==> config.mk <==
export PLATFORM = sky130hd
export DESIGN_NAME = multi_tier_lru_cache
export DESIGN_NICKNAME = d
export VERILOG_FILES = /design/src/design/mtlru_pkg.sv /design/src/design/mtlru_slots.sv /design/src/design/multi_tier_lru_cache.sv
export SDC_FILE = /design/constraint.sdc
export NUM_CORES = 2
export LEC_CHECK = 0
export BUFFER_PORTS_ARGS = -buffer_cell sky130_fd_sc_hd__buf_2
export CORE_ASPECT_RATIO = 0.8
export CORE_MARGIN = 2
export CORE_UTILIZATION = 50
export DETAILED_ROUTE_END_ITERATION = 10
export GPL_ROUTABILITY_DRIVEN = 0
export MAX_ROUTING_LAYER = met4
export PLACE_DENSITY = 0.68
export SLEW_MARGIN = 0
export SYNTH_ARGS = -nofsm -noshare
export SYNTH_HDL_FRONTEND = slang
export SYNTH_HIERARCHICAL = 1
export SYNTH_SLANG_ARGS = --single-unit
export TNS_END_PERCENT = 50
==> constraint.sdc <==
create_clock -name clk -period 9.55 [get_ports clk]
set_input_delay 1.91 -clock clk [delete_from_list [all_inputs] [get_ports clk]]
set_output_delay 1.91 -clock clk [all_outputs]
set_load 0.03 [all_outputs]
==> src/design/mtlru_pkg.sv <==
// ----------------------------------------------------------------------------
// mtlru_pkg: shared constants for the multi-tier LRU cache
// Default sizes, configuration register indexes and register field widths.
// ----------------------------------------------------------------------------
package mtlru_pkg;

    // default geometry
    localparam int DEF_MAX_TIERS = 4;
    localparam int DEF_WAYS      = 8;
    localparam int DEF_KEY_BITS  = 32;
    localparam int DEF_DATA_BITS = 32;

    // configuration register file
    localparam int NUM_CAP_REGS = 4;
    localparam int CFG_IDX_W    = 3;
    localparam int CFG_DATA_W   = 4;
    localparam int TIERS_W      = 3;
    localparam int CAP_W        = 4;

    localparam logic [CFG_IDX_W-1:0] REG_TIERS = 3'd0;
    localparam logic [CFG_IDX_W-1:0] REG_CAP0  = 3'd1;
    localparam logic [CFG_IDX_W-1:0] REG_CAP1  = 3'd2;
    localparam logic [CFG_IDX_W-1:0] REG_CAP2  = 3'd3;
    localparam logic [CFG_IDX_W-1:0] REG_CAP3  = 3'd4;

    localparam logic [TIERS_W-1:0] TIERS_RESET = 3'd3;
    localparam logic [CAP_W-1:0]   CAP_RESET   = 4'd2;

endpackage

==> src/design/mtlru_slots.sv <==
// ----------------------------------------------------------------------------
// mtlru_slots: slot valid bits and recency ranks
// Keeps one valid bit and one age per slot, applies remove and push
// operations to one tier, and reports fill count, oldest way and first free
// way of a queried tier.
// ----------------------------------------------------------------------------
module mtlru_slots
    import mtlru_pkg::*;
#(
    parameter int MAX_TIERS = DEF_MAX_TIERS,
    parameter int WAYS      = DEF_WAYS,
    localparam int TIER_W   = (MAX_TIERS > 1) ? $clog2(MAX_TIERS) : 1,
    localparam int WAY_W    = (WAYS > 1) ? $clog2(WAYS) : 1,
    localparam int CNT_W    = $clog2(WAYS + 1)
)
(
    input  logic                               clk,
    input  logic                               rst_n,
    input  logic                               remove_en,
    input  logic                               push_en,
    input  logic [TIER_W-1:0]                  op_tier,
    input  logic [WAY_W-1:0]                   op_way,
    input  logic [TIER_W-1:0]                  query_tier,
    output logic [MAX_TIERS-1:0][WAYS-1:0]     valid,
    output logic [CNT_W-1:0]                   count,
    output logic [WAY_W-1:0]                   oldest_way,
    output logic [WAY_W-1:0]                   free_way
);

    localparam int AGE_W = (WAYS > 1) ? $clog2(WAYS) : 1;

    logic [MAX_TIERS-1:0][WAYS-1:0]             valid_reg, valid_next;
    logic [MAX_TIERS-1:0][WAYS-1:0][AGE_W-1:0]  age_reg, age_next;
    logic [AGE_W-1:0]                           op_age;
    logic [AGE_W-1:0]                           top_age;
    logic                                       free_seen;

    assign valid  = valid_reg;
    assign op_age = age_reg[op_tier][op_way];

    // apply remove or push to the lanes of the addressed tier
    always_comb
    begin
        valid_next = valid_reg;
        age_next   = age_reg;
        for (int t = 0; t < MAX_TIERS; t++)
        begin
            for (int w = 0; w < WAYS; w++)
            begin
                if (TIER_W'(t) == op_tier)
                begin
                    if (remove_en)
                    begin
                        if (WAY_W'(w) == op_way)
                        begin
                            valid_next[t][w] = 1'b0;
                            age_next[t][w]   = '0;
                        end
                        else if (valid_reg[t][w] && age_reg[t][w] > op_age)
                        begin
                            age_next[t][w] = age_reg[t][w] - 1'b1;
                        end
                    end
                    else if (push_en)
                    begin
                        if (WAY_W'(w) == op_way)
                        begin
                            valid_next[t][w] = 1'b1;
                            age_next[t][w]   = '0;
                        end
                        else if (valid_reg[t][w])
                        begin
                            age_next[t][w] = age_reg[t][w] + 1'b1;
                        end
                    end
                end
            end
        end
    end

    // hold slot bookkeeping
    always_ff @(posedge clk or negedge rst_n)
    begin
        if (!rst_n)
        begin
            valid_reg <= '0;
            age_reg   <= '0;
        end
        else
        begin
            valid_reg <= valid_next;
            age_reg   <= age_next;
        end
    end

    // count entries of the queried tier
    always_comb
    begin
        count = '0;
        for (int w = 0; w < WAYS; w++)
        begin
            count = count + CNT_W'(valid_reg[query_tier][w]);
        end
    end

    // ranks in a tier are distinct, so the oldest holds rank count-1
    assign top_age = AGE_W'(count - 1'b1);

    always_comb
    begin
        oldest_way = '0;
        free_way   = '0;
        free_seen  = 1'b0;
        for (int w = 0; w < WAYS; w++)
        begin
            if (valid_reg[query_tier][w] && age_reg[query_tier][w] == top_age)
            begin
                oldest_way = WAY_W'(w);
            end
            if (!valid_reg[query_tier][w] && !free_seen)
            begin
                free_way  = WAY_W'(w);
                free_seen = 1'b1;
            end
        end
    end

endmodule

==> src/design/multi_tier_lru_cache.sv <==
// ----------------------------------------------------------------------------
// multi_tier_lru_cache: chain of LRU tiers with demotion
// Key/value store of MAX_TIERS fully associative tiers; entries demote down
// the chain and fall off the last active tier.
// ----------------------------------------------------------------------------
// Usage:
//   Pulse start with mode, key and data_in while busy is low; the item is
//   taken at that edge and busy rises. One result follows per item: done is
//   high for a single cycle with hit, hit_tier, data_out, dropped,
//   dropped_key and dropped_data. The receiver cannot stall; take the result
//   in that cycle. A new item may start in the cycle done is high.
//   Steps: a key scan over all MAX_TIERS*WAYS_PER_TIER slots (one slot per
//   cycle through the key/data memory read port), a decide step, then an
//   insert and a shift per tier that demotes and an insert for the entry.
//   A get that misses ends right after the scan.
//   Configuration writes (cfg_valid/cfg_ready, cfg_index, cfg_data) are
//   always taken; write them only while no item is in flight.
//   Reset empties the store at once (valid bits clear) and loads 3 tiers of
//   capacity 2 each.
// ----------------------------------------------------------------------------
module multi_tier_lru_cache
    import mtlru_pkg::*;
#(
    parameter int MAX_TIERS     = DEF_MAX_TIERS,
    parameter int WAYS_PER_TIER = DEF_WAYS,
    parameter int KEY_BITS      = DEF_KEY_BITS,
    parameter int DATA_BITS     = DEF_DATA_BITS
)
(
    input  logic                         clk,
    input  logic                         rst_n,
    input  logic                         start,
    output logic                         busy,
    input  logic                         mode,
    input  logic signed [KEY_BITS-1:0]   key,
    input  logic signed [DATA_BITS-1:0]  data_in,
    output logic                         done,
    output logic                         hit,
    output logic [1:0]                   hit_tier,
    output logic signed [DATA_BITS-1:0]  data_out,
    output logic                         dropped,
    output logic signed [KEY_BITS-1:0]   dropped_key,
    output logic signed [DATA_BITS-1:0]  dropped_data,
    input  logic                         cfg_valid,
    output logic                         cfg_ready,
    input  logic [CFG_IDX_W-1:0]         cfg_index,
    input  logic [CFG_DATA_W-1:0]        cfg_data
);

    localparam int WAYS     = WAYS_PER_TIER;
    localparam int SLOTS    = MAX_TIERS * WAYS;
    localparam int SLOT_W   = (SLOTS > 1) ? $clog2(SLOTS) : 1;
    localparam int TIER_W   = (MAX_TIERS > 1) ? $clog2(MAX_TIERS) : 1;
    localparam int WAY_W    = (WAYS > 1) ? $clog2(WAYS) : 1;
    localparam int CNT_W    = $clog2(WAYS + 1);
    localparam int LVL_W    = $clog2(MAX_TIERS + 1);
    localparam int ENTRY_W  = KEY_BITS + DATA_BITS;

    typedef enum logic [2:0] {
        ST_IDLE,
        ST_SCAN,
        ST_DECIDE,
        ST_INSERT,
        ST_SHIFT
    } state_t;

    state_t                      state_reg;
    logic                        mode_reg;
    logic [KEY_BITS-1:0]         key_reg;
    logic [DATA_BITS-1:0]        data_reg;
    logic                        iss_on_reg;
    logic [TIER_W-1:0]           iss_tier_reg;
    logic [WAY_W-1:0]            iss_way_reg;
    logic                        cmp_vld_reg;
    logic [TIER_W-1:0]           cmp_tier_reg;
    logic [WAY_W-1:0]            cmp_way_reg;
    logic                        found_reg;
    logic [TIER_W-1:0]           found_tier_reg;
    logic [WAY_W-1:0]            found_way_reg;
    logic [DATA_BITS-1:0]        found_data_reg;
    logic [KEY_BITS-1:0]         carry_key_reg;
    logic [DATA_BITS-1:0]        carry_data_reg;
    logic [LVL_W-1:0]            level_reg;
    logic                        done_reg;
    logic                        hit_reg;
    logic [1:0]                  hit_tier_reg;
    logic [DATA_BITS-1:0]        data_out_reg;
    logic                        dropped_reg;
    logic [KEY_BITS-1:0]         dropped_key_reg;
    logic [DATA_BITS-1:0]        dropped_data_reg;

    logic [TIERS_W-1:0]          tiers_reg;
    logic [CAP_W-1:0]            cap_reg [NUM_CAP_REGS];

    // key/data store
    logic [ENTRY_W-1:0]          mem [SLOTS];
    logic [ENTRY_W-1:0]          mem_q_reg;
    logic                        rd_en;
    logic [SLOT_W-1:0]           rd_addr;
    logic                        wr_en;
    logic [SLOT_W-1:0]           wr_addr;
    logic [KEY_BITS-1:0]         q_key;
    logic [DATA_BITS-1:0]        q_data;

    // slot tracker hookup
    logic                            remove_en;
    logic                            push_en;
    logic [TIER_W-1:0]               op_tier;
    logic [WAY_W-1:0]                op_way;
    logic [TIER_W-1:0]               query_tier;
    logic [MAX_TIERS-1:0][WAYS-1:0]  slot_valid;
    logic [CNT_W-1:0]                tier_count;
    logic [WAY_W-1:0]                oldest_way;
    logic [WAY_W-1:0]                free_way;

    logic [LVL_W-1:0]            n_tiers;
    logic [CNT_W-1:0]            tier_cap;
    logic                        cmp_match;
    logic                        cmp_last;
    logic                        level_out;
    logic                        tier_full;

    function automatic logic [SLOT_W-1:0] slot_addr(logic [TIER_W-1:0] t,
                                                    logic [WAY_W-1:0] w);
        return SLOT_W'(int'(t) * WAYS + int'(w));
    endfunction

    assign busy         = (state_reg != ST_IDLE);
    assign cfg_ready    = 1'b1;
    assign done         = done_reg;
    assign hit          = hit_reg;
    assign hit_tier     = hit_tier_reg;
    assign data_out     = data_out_reg;
    assign dropped      = dropped_reg;
    assign dropped_key  = dropped_key_reg;
    assign dropped_data = dropped_data_reg;

    assign q_key  = mem_q_reg[ENTRY_W-1:DATA_BITS];
    assign q_data = mem_q_reg[DATA_BITS-1:0];

    // clamp the active tier count
    always_comb
    begin
        if (tiers_reg == '0)
            n_tiers = LVL_W'(1);
        else if (int'(tiers_reg) > MAX_TIERS)
            n_tiers = LVL_W'(MAX_TIERS);
        else
            n_tiers = LVL_W'(tiers_reg);
    end

    assign query_tier = TIER_W'(level_reg);
    assign level_out  = (level_reg >= n_tiers);

    // capacity of the tier at the current level, clamped to 1..WAYS
    always_comb
    begin
        int c;
        c = WAYS;
        for (int i = 0; i < NUM_CAP_REGS; i++)
        begin
            if (int'(query_tier) == i)
                c = int'(cap_reg[i]);
        end
        if (c < 1)
            c = 1;
        if (c > WAYS)
            c = WAYS;
        tier_cap = CNT_W'(c);
    end

    assign tier_full = (tier_count >= tier_cap);

    assign cmp_match = cmp_vld_reg && slot_valid[cmp_tier_reg][cmp_way_reg]
                       && (q_key == key_reg);
    assign cmp_last  = (int'(cmp_tier_reg) == MAX_TIERS - 1)
                       && (int'(cmp_way_reg) == WAYS - 1);

    // memory port and slot tracker controls
    always_comb
    begin
        rd_en     = 1'b0;
        rd_addr   = slot_addr(iss_tier_reg, iss_way_reg);
        wr_en     = 1'b0;
        wr_addr   = slot_addr(query_tier, free_way);
        remove_en = 1'b0;
        push_en   = 1'b0;
        op_tier   = query_tier;
        op_way    = free_way;
        unique case (state_reg)
            ST_SCAN:
            begin
                rd_en = iss_on_reg;
            end
            ST_DECIDE:
            begin
                remove_en = found_reg && (mode_reg == 1'b0 || found_reg);
                op_tier   = found_tier_reg;
                op_way    = found_way_reg;
            end
            ST_INSERT:
            begin
                if (!level_out)
                begin
                    if (!tier_full)
                    begin
                        push_en = 1'b1;
                        wr_en   = 1'b1;
                    end
                    else
                    begin
                        remove_en = 1'b1;
                        op_way    = oldest_way;
                        rd_en     = 1'b1;
                        rd_addr   = slot_addr(query_tier, oldest_way);
                    end
                end
            end
            ST_SHIFT:
            begin
                push_en = 1'b1;
                wr_en   = 1'b1;
            end
            default:
            begin
                rd_en = 1'b0;
            end
        endcase
    end

    // key/data memory, one read and one write port
    always_ff @(posedge clk)
    begin
        if (wr_en)
            mem[wr_addr] <= {carry_key_reg, carry_data_reg};
        if (rd_en)
            mem_q_reg <= mem[rd_addr];
    end

    mtlru_slots #(
        .MAX_TIERS (MAX_TIERS),
        .WAYS      (WAYS)
    ) u_slots (
        .clk        (clk),
        .rst_n      (rst_n),
        .remove_en  (remove_en),
        .push_en    (push_en),
        .op_tier    (op_tier),
        .op_way     (op_way),
        .query_tier (query_tier),
        .valid      (slot_valid),
        .count      (tier_count),
        .oldest_way (oldest_way),
        .free_way   (free_way)
    );

    // configuration registers
    always_ff @(posedge clk or negedge rst_n)
    begin
        if (!rst_n)
        begin
            tiers_reg <= TIERS_RESET;
            for (int i = 0; i < NUM_CAP_REGS; i++)
                cap_reg[i] <= CAP_RESET;
        end
        else if (cfg_valid && cfg_ready)
        begin
            unique case (cfg_index)
                REG_TIERS: tiers_reg  <= cfg_data[TIERS_W-1:0];
                REG_CAP0:  cap_reg[0] <= cfg_data[CAP_W-1:0];
                REG_CAP1:  cap_reg[1] <= cfg_data[CAP_W-1:0];
                REG_CAP2:  cap_reg[2] <= cfg_data[CAP_W-1:0];
                REG_CAP3:  cap_reg[3] <= cfg_data[CAP_W-1:0];
                default:   tiers_reg  <= tiers_reg;
            endcase
        end
    end

    // sequencer: scan, remove hit, insert with demotion cascade
    always_ff @(posedge clk or negedge rst_n)
    begin
        if (!rst_n)
        begin
            state_reg   <= ST_IDLE;
            iss_on_reg  <= 1'b0;
            cmp_vld_reg <= 1'b0;
            found_reg   <= 1'b0;
            done_reg    <= 1'b0;
        end
        else
        begin
            done_reg <= 1'b0;
            unique case (state_reg)
                ST_IDLE:
                begin
                    if (start)
                    begin
                        mode_reg     <= mode;
                        key_reg      <= key;
                        data_reg     <= data_in;
                        iss_on_reg   <= 1'b1;
                        iss_tier_reg <= '0;
                        iss_way_reg  <= '0;
                        cmp_vld_reg  <= 1'b0;
                        found_reg    <= 1'b0;
                        state_reg    <= ST_SCAN;
                    end
                end
                ST_SCAN:
                begin
                    // advance the read address one slot a cycle
                    cmp_vld_reg  <= iss_on_reg;
                    cmp_tier_reg <= iss_tier_reg;
                    cmp_way_reg  <= iss_way_reg;
                    if (iss_on_reg)
                    begin
                        if (int'(iss_way_reg) == WAYS - 1)
                        begin
                            iss_way_reg <= '0;
                            if (int'(iss_tier_reg) == MAX_TIERS - 1)
                                iss_on_reg <= 1'b0;
                            else
                                iss_tier_reg <= iss_tier_reg + 1'b1;
                        end
                        else
                        begin
                            iss_way_reg <= iss_way_reg + 1'b1;
                        end
                    end
                    // keep the first match
                    if (cmp_match && !found_reg)
                    begin
                        found_reg      <= 1'b1;
                        found_tier_reg <= cmp_tier_reg;
                        found_way_reg  <= cmp_way_reg;
                        found_data_reg <= q_data;
                    end
                    if (cmp_vld_reg && cmp_last)
                        state_reg <= ST_DECIDE;
                end
                ST_DECIDE:
                begin
                    hit_reg          <= found_reg;
                    hit_tier_reg     <= found_reg ? 2'(found_tier_reg) : 2'd0;
                    data_out_reg     <= (mode_reg && found_reg) ? found_data_reg : '1;
                    dropped_reg      <= 1'b0;
                    dropped_key_reg  <= '0;
                    dropped_data_reg <= '0;
                    if (mode_reg == 1'b0 || found_reg)
                    begin
                        carry_key_reg  <= key_reg;
                        carry_data_reg <= mode_reg ? found_data_reg : data_reg;
                        level_reg      <= '0;
                        state_reg      <= ST_INSERT;
                    end
                    else
                    begin
                        done_reg  <= 1'b1;
                        state_reg <= ST_IDLE;
                    end
                end
                ST_INSERT:
                begin
                    if (level_out)
                    begin
                        // drop the entry pushed past the last tier
                        dropped_reg      <= 1'b1;
                        dropped_key_reg  <= carry_key_reg;
                        dropped_data_reg <= carry_data_reg;
                        done_reg         <= 1'b1;
                        state_reg        <= ST_IDLE;
                    end
                    else if (!tier_full)
                    begin
                        done_reg  <= 1'b1;
                        state_reg <= ST_IDLE;
                    end
                    else
                    begin
                        state_reg <= ST_SHIFT;
                    end
                end
                ST_SHIFT:
                begin
                    // place the carried entry, carry the evicted one down
                    carry_key_reg  <= q_key;
                    carry_data_reg <= q_data;
                    level_reg      <= level_reg + 1'b1;
                    state_reg      <= ST_INSERT;
                end
                default:
                begin
                    state_reg <= ST_IDLE;
                end
            endcase
        end
    end

endmodule

## After elaboration in Yosys (flattened, before gate mapping)

Memories as Yosys holds them, arrays and structs flattened. A register that Yosys moved wholly into a read port is not among the register bits.
Index checks and enable logic that the tools add are counted.

| word-level totals | value |
|---|---|
| register bits after elaboration | 433 |
| bits in writable memories | 2048 |
| output and inout port bits | 103 |
| word-level logic and storage cells | 800 |
| memories kept | 1 |

Memory list:

| name | depth | bits a word | rd ports | clocked after Yosys merged registers in | write ports | RTL line | RTL |
|---|---|---|---|---|---|---|---|
| mem | 32 | 64 | 1 | 1 | 1 | multi_tier_lru_cache.sv:96 | `logic [ENTRY_W-1:0] mem [SLOTS];` |

| cells by class | value |
|---|---|
| $add $sub $neg | 78 |
| order comparisons | 42 |
| equal/unequal tests | 73 |
| mux-type cells | 321 |
| bitwise operators | 1 |
| reduce and logical (&&, ||, !) cells | 191 |

Operator list:

| kind | number |
|---|---|
| 3-bit 2-to-1 mux | 213 |
| 32-bit 2-to-1 mux | 9 |
| 32-bit one-hot mux with 2 select lines | 4 |
| 4-bit AND reduction | 33 |
| 3-bit AND reduction | 37 |
| 3-bit by 1-bit adder with 3-bit output, second input constant | 34 |
| 3-bit nonzero test | 33 |
| 3-bit by 1-bit subtractor with 3-bit output, second input constant | 33 |
| 24-bit binary-select mux with 2-bit select | 2 |
| 3-bit greater-than comparator | 32 |
| 3-bit by 1-bit != test with 1-bit output, second input constant | 32 |
| 1-bit 2-to-1 mux | 57 |
| 1-bit logical AND | 53 |
| 24-bit 2-to-1 mux | 2 |
| 8-bit binary-select mux with 2-bit select | 2 |
| 32-bit equality test | 1 |
| 32-bit by 5-bit greater-than comparator with 1-bit output, second input constant | 1 |
| 32-bit by 2-bit < comparator with 1-bit output, second input constant | 1 |
| 4-bit by 1-bit adder with 4-bit output | 6 |
| 3-bit equality test | 7 |
| 2-bit 2-to-1 mux | 10 |
| 3-bit one-hot mux with 2 select lines | 3 |
| 2-bit AND reduction | 9 |
| 8-bit 2-to-1 mux | 2 |
| other kinds (33) | 90 |

## Logic depth before layout (Yosys ltp)

| depth | value |
|---|---|
| depth after elaboration | 33 |
| depth in mapped cells | 32 |

## Cells and area by module

Netlist, hierarchy kept.

Modules (own cells, without submodules):

| module | times used | cells each | area each (um^2) | sequential area each (um^2) |
|---|---|---|---|---|
| multi_tier_lru_cache | 1 | 6398 | 95871.9 | 72457.0 |
| mtlru_slots | 1 | 1195 | 11817.6 | 3203.1 |

## Worst setup path before layout

No wires, ideal clock.

| timing | value |
|---|---|
| path type | register to register |
| start | register level_reg[0] |
| end | register u_slots/age_reg[71] in the netlist's numbering |
| library setup time | 0.087 ns |
| arrival | 9.651 ns |
| required time | 9.463 ns |
| path slack | -0.188 ns |
| stages on the path, launching flop included | 30 |
| path buffers | 4 |
| clock period less this slack | 9.738 ns |
| path through | edfxtp_1 > buf_6 > buf_4 > mux4_2 > fa_1 > inv_1 > fa_1 > inv_1 > fa_1 > ha_1 > inv_1 > fa_1 > ha_1 > xnor3_2 > xor2_1 > nor4_2 > or3_1 > a31o_1 > inv_1 > nor4_2 > a221o_1 > clkbuf_1 > buf_2 > mux4_2 > mux2i_1 > ha_1 > a32oi_1 > o21ai_0 > or4b_2 > o211ai_1 |

RTL lines:

| element | RTL line | RTL |
|---|---|---|
| start: declaration | multi_tier_lru_cache.sv:83 | `logic [LVL_W-1:0] level_reg;` |
| start signal: assignment | multi_tier_lru_cache.sv:388 | `level_reg <= level_reg + 1'b1;` |
| 8-bit binary-select mux with 2-bit select | mtlru_slots.sv:102, mtlru_slots.sv:116 |  |
| 8-bit 2-to-1 mux (not written as such) | mtlru_slots.sv:102 | `count = count + CNT_W'(valid_reg[query_tier][w]);` |
| 1-bit by 1-bit adder with 2-bit output | mtlru_slots.sv:102 |  |
| 4-bit by 1-bit adder with 4-bit output (6 in a row) | mtlru_slots.sv:102 |  |
| 3-bit by 1-bit subtractor with 3-bit output | mtlru_slots.sv:107 | `assign top_age = AGE_W'(count - 1'b1);` |
| 3-bit equality test | mtlru_slots.sv:116 | `if (valid_reg[query_tier][w] && age_reg[query_tier][w] == top_age)` |
| 1-bit logical AND | mtlru_slots.sv:116 |  |
| 1-bit 2-to-1 mux | mtlru_slots.sv:116 |  |
| (+6 left out) | n/a |  |
| via oldest_way[0] | multi_tier_lru_cache.sv:113 | `logic [WAY_W-1:0] oldest_way;` |
| (+2 left out) | n/a |  |
| 3-bit one-hot mux with 2 select lines (*) | multi_tier_lru_cache.sv:190 | `unique case (state_reg)` |
| via op_way[0] | multi_tier_lru_cache.sv:109 | `logic [WAY_W-1:0] op_way;` |
| 3-bit binary-select mux with 3-bit select | mtlru_slots.sv:39 | `assign op_age = age_reg[op_tier][op_way];` |
| 3-bit 2-to-1 mux (not written as such) | mtlru_slots.sv:39 |  |
| 3-bit greater-than comparator | mtlru_slots.sv:59 | `else if (valid_reg[t][w] && age_reg[t][w] > op_age)` |
| 1-bit logical AND | mtlru_slots.sv:59 |  |
| 3-bit by 1-bit != test with 1-bit output (no line) | n/a |  |
| 4-bit AND reduction (no line) | n/a |  |
| end signal: assignment | mtlru_slots.sv:92 | `age_reg <= age_next;` |
| end: declaration | mtlru_slots.sv:33 | `logic [MAX_TIERS-1:0][WAYS-1:0][AGE_W-1:0] age_reg, age_next;` |

Mark *: on every way through the listed nets, which the timed path passes. The rest lies on a longest branch. The select of a mux whose other input is x is not followed.
A chain may end at the register's enable or synchronous reset.

## Worst setup path after layout

Same ends and word-level chain as after synthesis.

==> summary.md <==
| Metric | Value |
|---|---|
| Run status | finished clean |
| Die W | 523 um |
| Area delta synth->final | 11.6% |
| Setup slack at placement | 68.8 ps |
| Max FO, Critical Path | 32 |
| Final WL | 334000 um |
| Top FF cell, synth | edfxtp_1 |
| CP startpoint kind | flip-flop |
| First-pass GRT wire length | 477000 um |
| Row count | 152 |
| CP max stage delay | 660 ps |
| PwrDens | 249 nW/um^2 |
| Synth Area in Adders | 2.17% |
| Wirelength per Cell | 31.0 um |
| Post-synthesis mux area share | 3.60% |
| CTS sink cnt | 2545 |
| Post-synthesis cell type count | 101 |
| Vias per inst | 6.60 |
| FFs w/ async S/R, synth | 6.05% |
| RSZ-0062 raised after global routing | no |
| Slew @ Worst Pin | 1400 ps |
| Total congestion overflow | 0 |
| Data arrival time of the worst path | 9820 ps |
| Post-synthesis simple-gate area fraction | 9.81% |
| Final setup viols | 0 |
| Worst setup EP type | flip-flop |
| Top post-synthesis cells by area | edfxtp_1 (67%), nand2_1 (4.0%), dfrtp_1 (3.4%), a211oi_1 (2.9%), and3_1 (2.5%) |
| Core Area | 214000 sq um |
| Layout Skew | 57.6 ps |
| Maximum clock path buffer count | 3 |
| Die area | 219000 sq um |
| First-pass DRT Iterations | 6 |
| Synth top area share | 66.7% |
| CTS Buf Count | 236 |
| Max_cap viols | 0 |
| Post-synthesis cell count | 7593 |
| Largest family of logic cells by synthesized area | compound AO/OA/AOI/OAI gates |
| Xor-xnor portion of the synthesized cell area | 0.744% |
| Initial antenna violation count | 9 |
| I/O pin total | 179 |
| CTS tree | built |
| Share of cells above drive strength 1 | 12.4% |
| IO buf count | 177 |
| Critical setup path kind | reg2reg |
| Crit-path slowest cell | mux2_2 |
| Number of synthesized flops with an enable pin | 2391 |
| DP Cell Count | 10300 |
| DR iter-0 viols | 11100 |
| Final setup TNS | 0 ps |
| Nets@finish | 7954 |
| Count leader, synth | edfxtp_1 |
| Seq/Total Area, Yosys | 70.3% |
| DR vias | 71000 |
| Worst-path clk slew | 70 ps |
| Initial Util | 50.2% |
| Worst-skew pair later-pin latency | 900 ps |
| DRC viols | 0 |
| Count of state elements after synthesis | 2545 |
| DP Wirelength | 186000 um |
| Slew Limit Fails | 0 |
| Final WS setup | 534 ps |
| Final hold violations | 0 |
| Die Ht | 419 um |
| Finished Core Util | 56.1% |
| Relative slew slack | 6.82% |
| H-tree depth | 4 |
| Static leakage | 40.9 nW |
| Max reg flops | 2048 |
| Syn Area/Cell | 14.2 sq um |
| Largest net degree at the start of global routing | 112 |
| Final ANT Viol Nets | 0 |
| Commonest cells post-synth | edfxtp_1 (2391), nand2_1 (1152), and3_1 (422), a211oi_1 (418), clkbuf_1 (265) |
| Root Driver | clkbuf_16 |
| Synth warn | 6 |
| Min cycle time layout | 9020 ps |
| Finished Layout Cells | 10800 |
| Worst vdd ir | 0.200 mV |
| Power, Total | 0.0300 W |
| Number of global-route vias before repair | 66400 |
| Final Cycle Share | 94.4% |
| Post-synth top area cell | edfxtp_1 |
| Worst EP required | 10350 ps |
| Maximum clock frequency | 0.111 GHz |
| Syn_nets | 7853 |
| Post-synthesis compound-gate area fraction | 10.5% |
| Post-CTS Hold Buffers | 0 |
| Post-Syn Area | 108000 sq um |
| Worst hold path type | reg2reg |
| Global Route Usage Sum | 30.9% |
==> logic make-up after synthesis <==
family / count (synthesis)
xor gates and xnor gates: 88
adders and majority gates: 184
DFF: 2545
buffers and inverters: 694
other: 1
and+or+nand+nor: 2225
AOI/OAI and AO/OA: 1561
muxes: 295
==> report_power, final <==
group	leakage [nW]	internal, W	switching, W
clock	3.74	0.00526	0.00428
sequential	23.5	0.0125	0.000316
combinational	13.7	0.00229	0.00536
total	40.9	0.0200	0.00996
==> layer usage <==
layer	up-vias	global-route usage (%)	part of all wire, %
li1	29600	-	-
met1	35700	44.6	40
met2	5023	42.4	42
met3	674	9.08	14
met4	0	8.88	3.1
met5	-	-	0
==> placed cells by master, fill, tap and decap left out, drive strengths merged, types with 33 or more instances in the layout <==
master	count
a211oi	418
a21oi	102
a311o	50
a311oi	161
a31o	51
a31oi	188
a32oi	41
and2	83
and3	422
buf	400
clkbuf	288
clkinv	114
dfrtp	148
edfxtp	2391
ha	180
inv	163
mux2i	205
mux4	69
nand2	1154
nand3	112
nor2	218
nor2b	41
o211ai	58
o21ai	251
o221ai	57
o31ai	40
or2	35
or4	33
xor2	68
==> through the flow <==
stage | hold WS, ps | area, sq um
5_1_grt | 455 | 120000
4_1_cts | 442 | 120000
6_report | 449 | 120000
3_5_place_dp | 435 | 112000
2_1_floorplan | 424 | 108000
3_3_place_gp | 430 | 112000
==> area by class of cell <==
cell class | instances | area (sq um)
diodes | 6 | 15.0
clock buffers | 288 | 6150
clock inverters | 154 | 1550
fillers | 16500 | 94100
inverters | 157 | 594
multi-input cells | 4354 | 29400
flip-flops and latches | 2545 | 75700
well taps | 2849 | 3560
repair buffers | 400 | 3220
==> worst max-delay path: cells and delay by family, from the launching register on <==
kind                     cells  cell delay (ps)
flip-flops                   1              350
XOR/XNOR                     2              580
adder cells (fa/ha/maj)      7             2840
AO/OA/AOI/OAI                6             1170
multiplexers                 3             1780
AND/OR/NAND/NOR              5             1780
buffers and inverters        5              440
==> worst paths after layout <==
path	startpoint	to	slack [ps]	cells past startpoint
setup / recovery	level_reg[0]	u_slots/age_reg[71]	530	28
hold / removal	mem_q_reg[13]	found_data_reg[13]	450	0
setup reg to reg	level_reg[0]	u_slots/age_reg[71]	530	28
hold reg to reg	mem_q_reg[13]	found_data_reg[13]	450	0
max in group asynchronous	rst_n	u_slots/age_reg[8]	7190	2
min in group asynchronous	rst_n	u_slots/age_reg[26]	990	1
==> repair_timing <==
| action | 4_1_cts | 5_1_grt |
|---|---|---|
| gates resized for setup | 1 | 1 |
| endpoints found under the setup margin | 1 | 96 |
| setup buffers | 0 | 4 |
(Power assumes the default switching activity.)
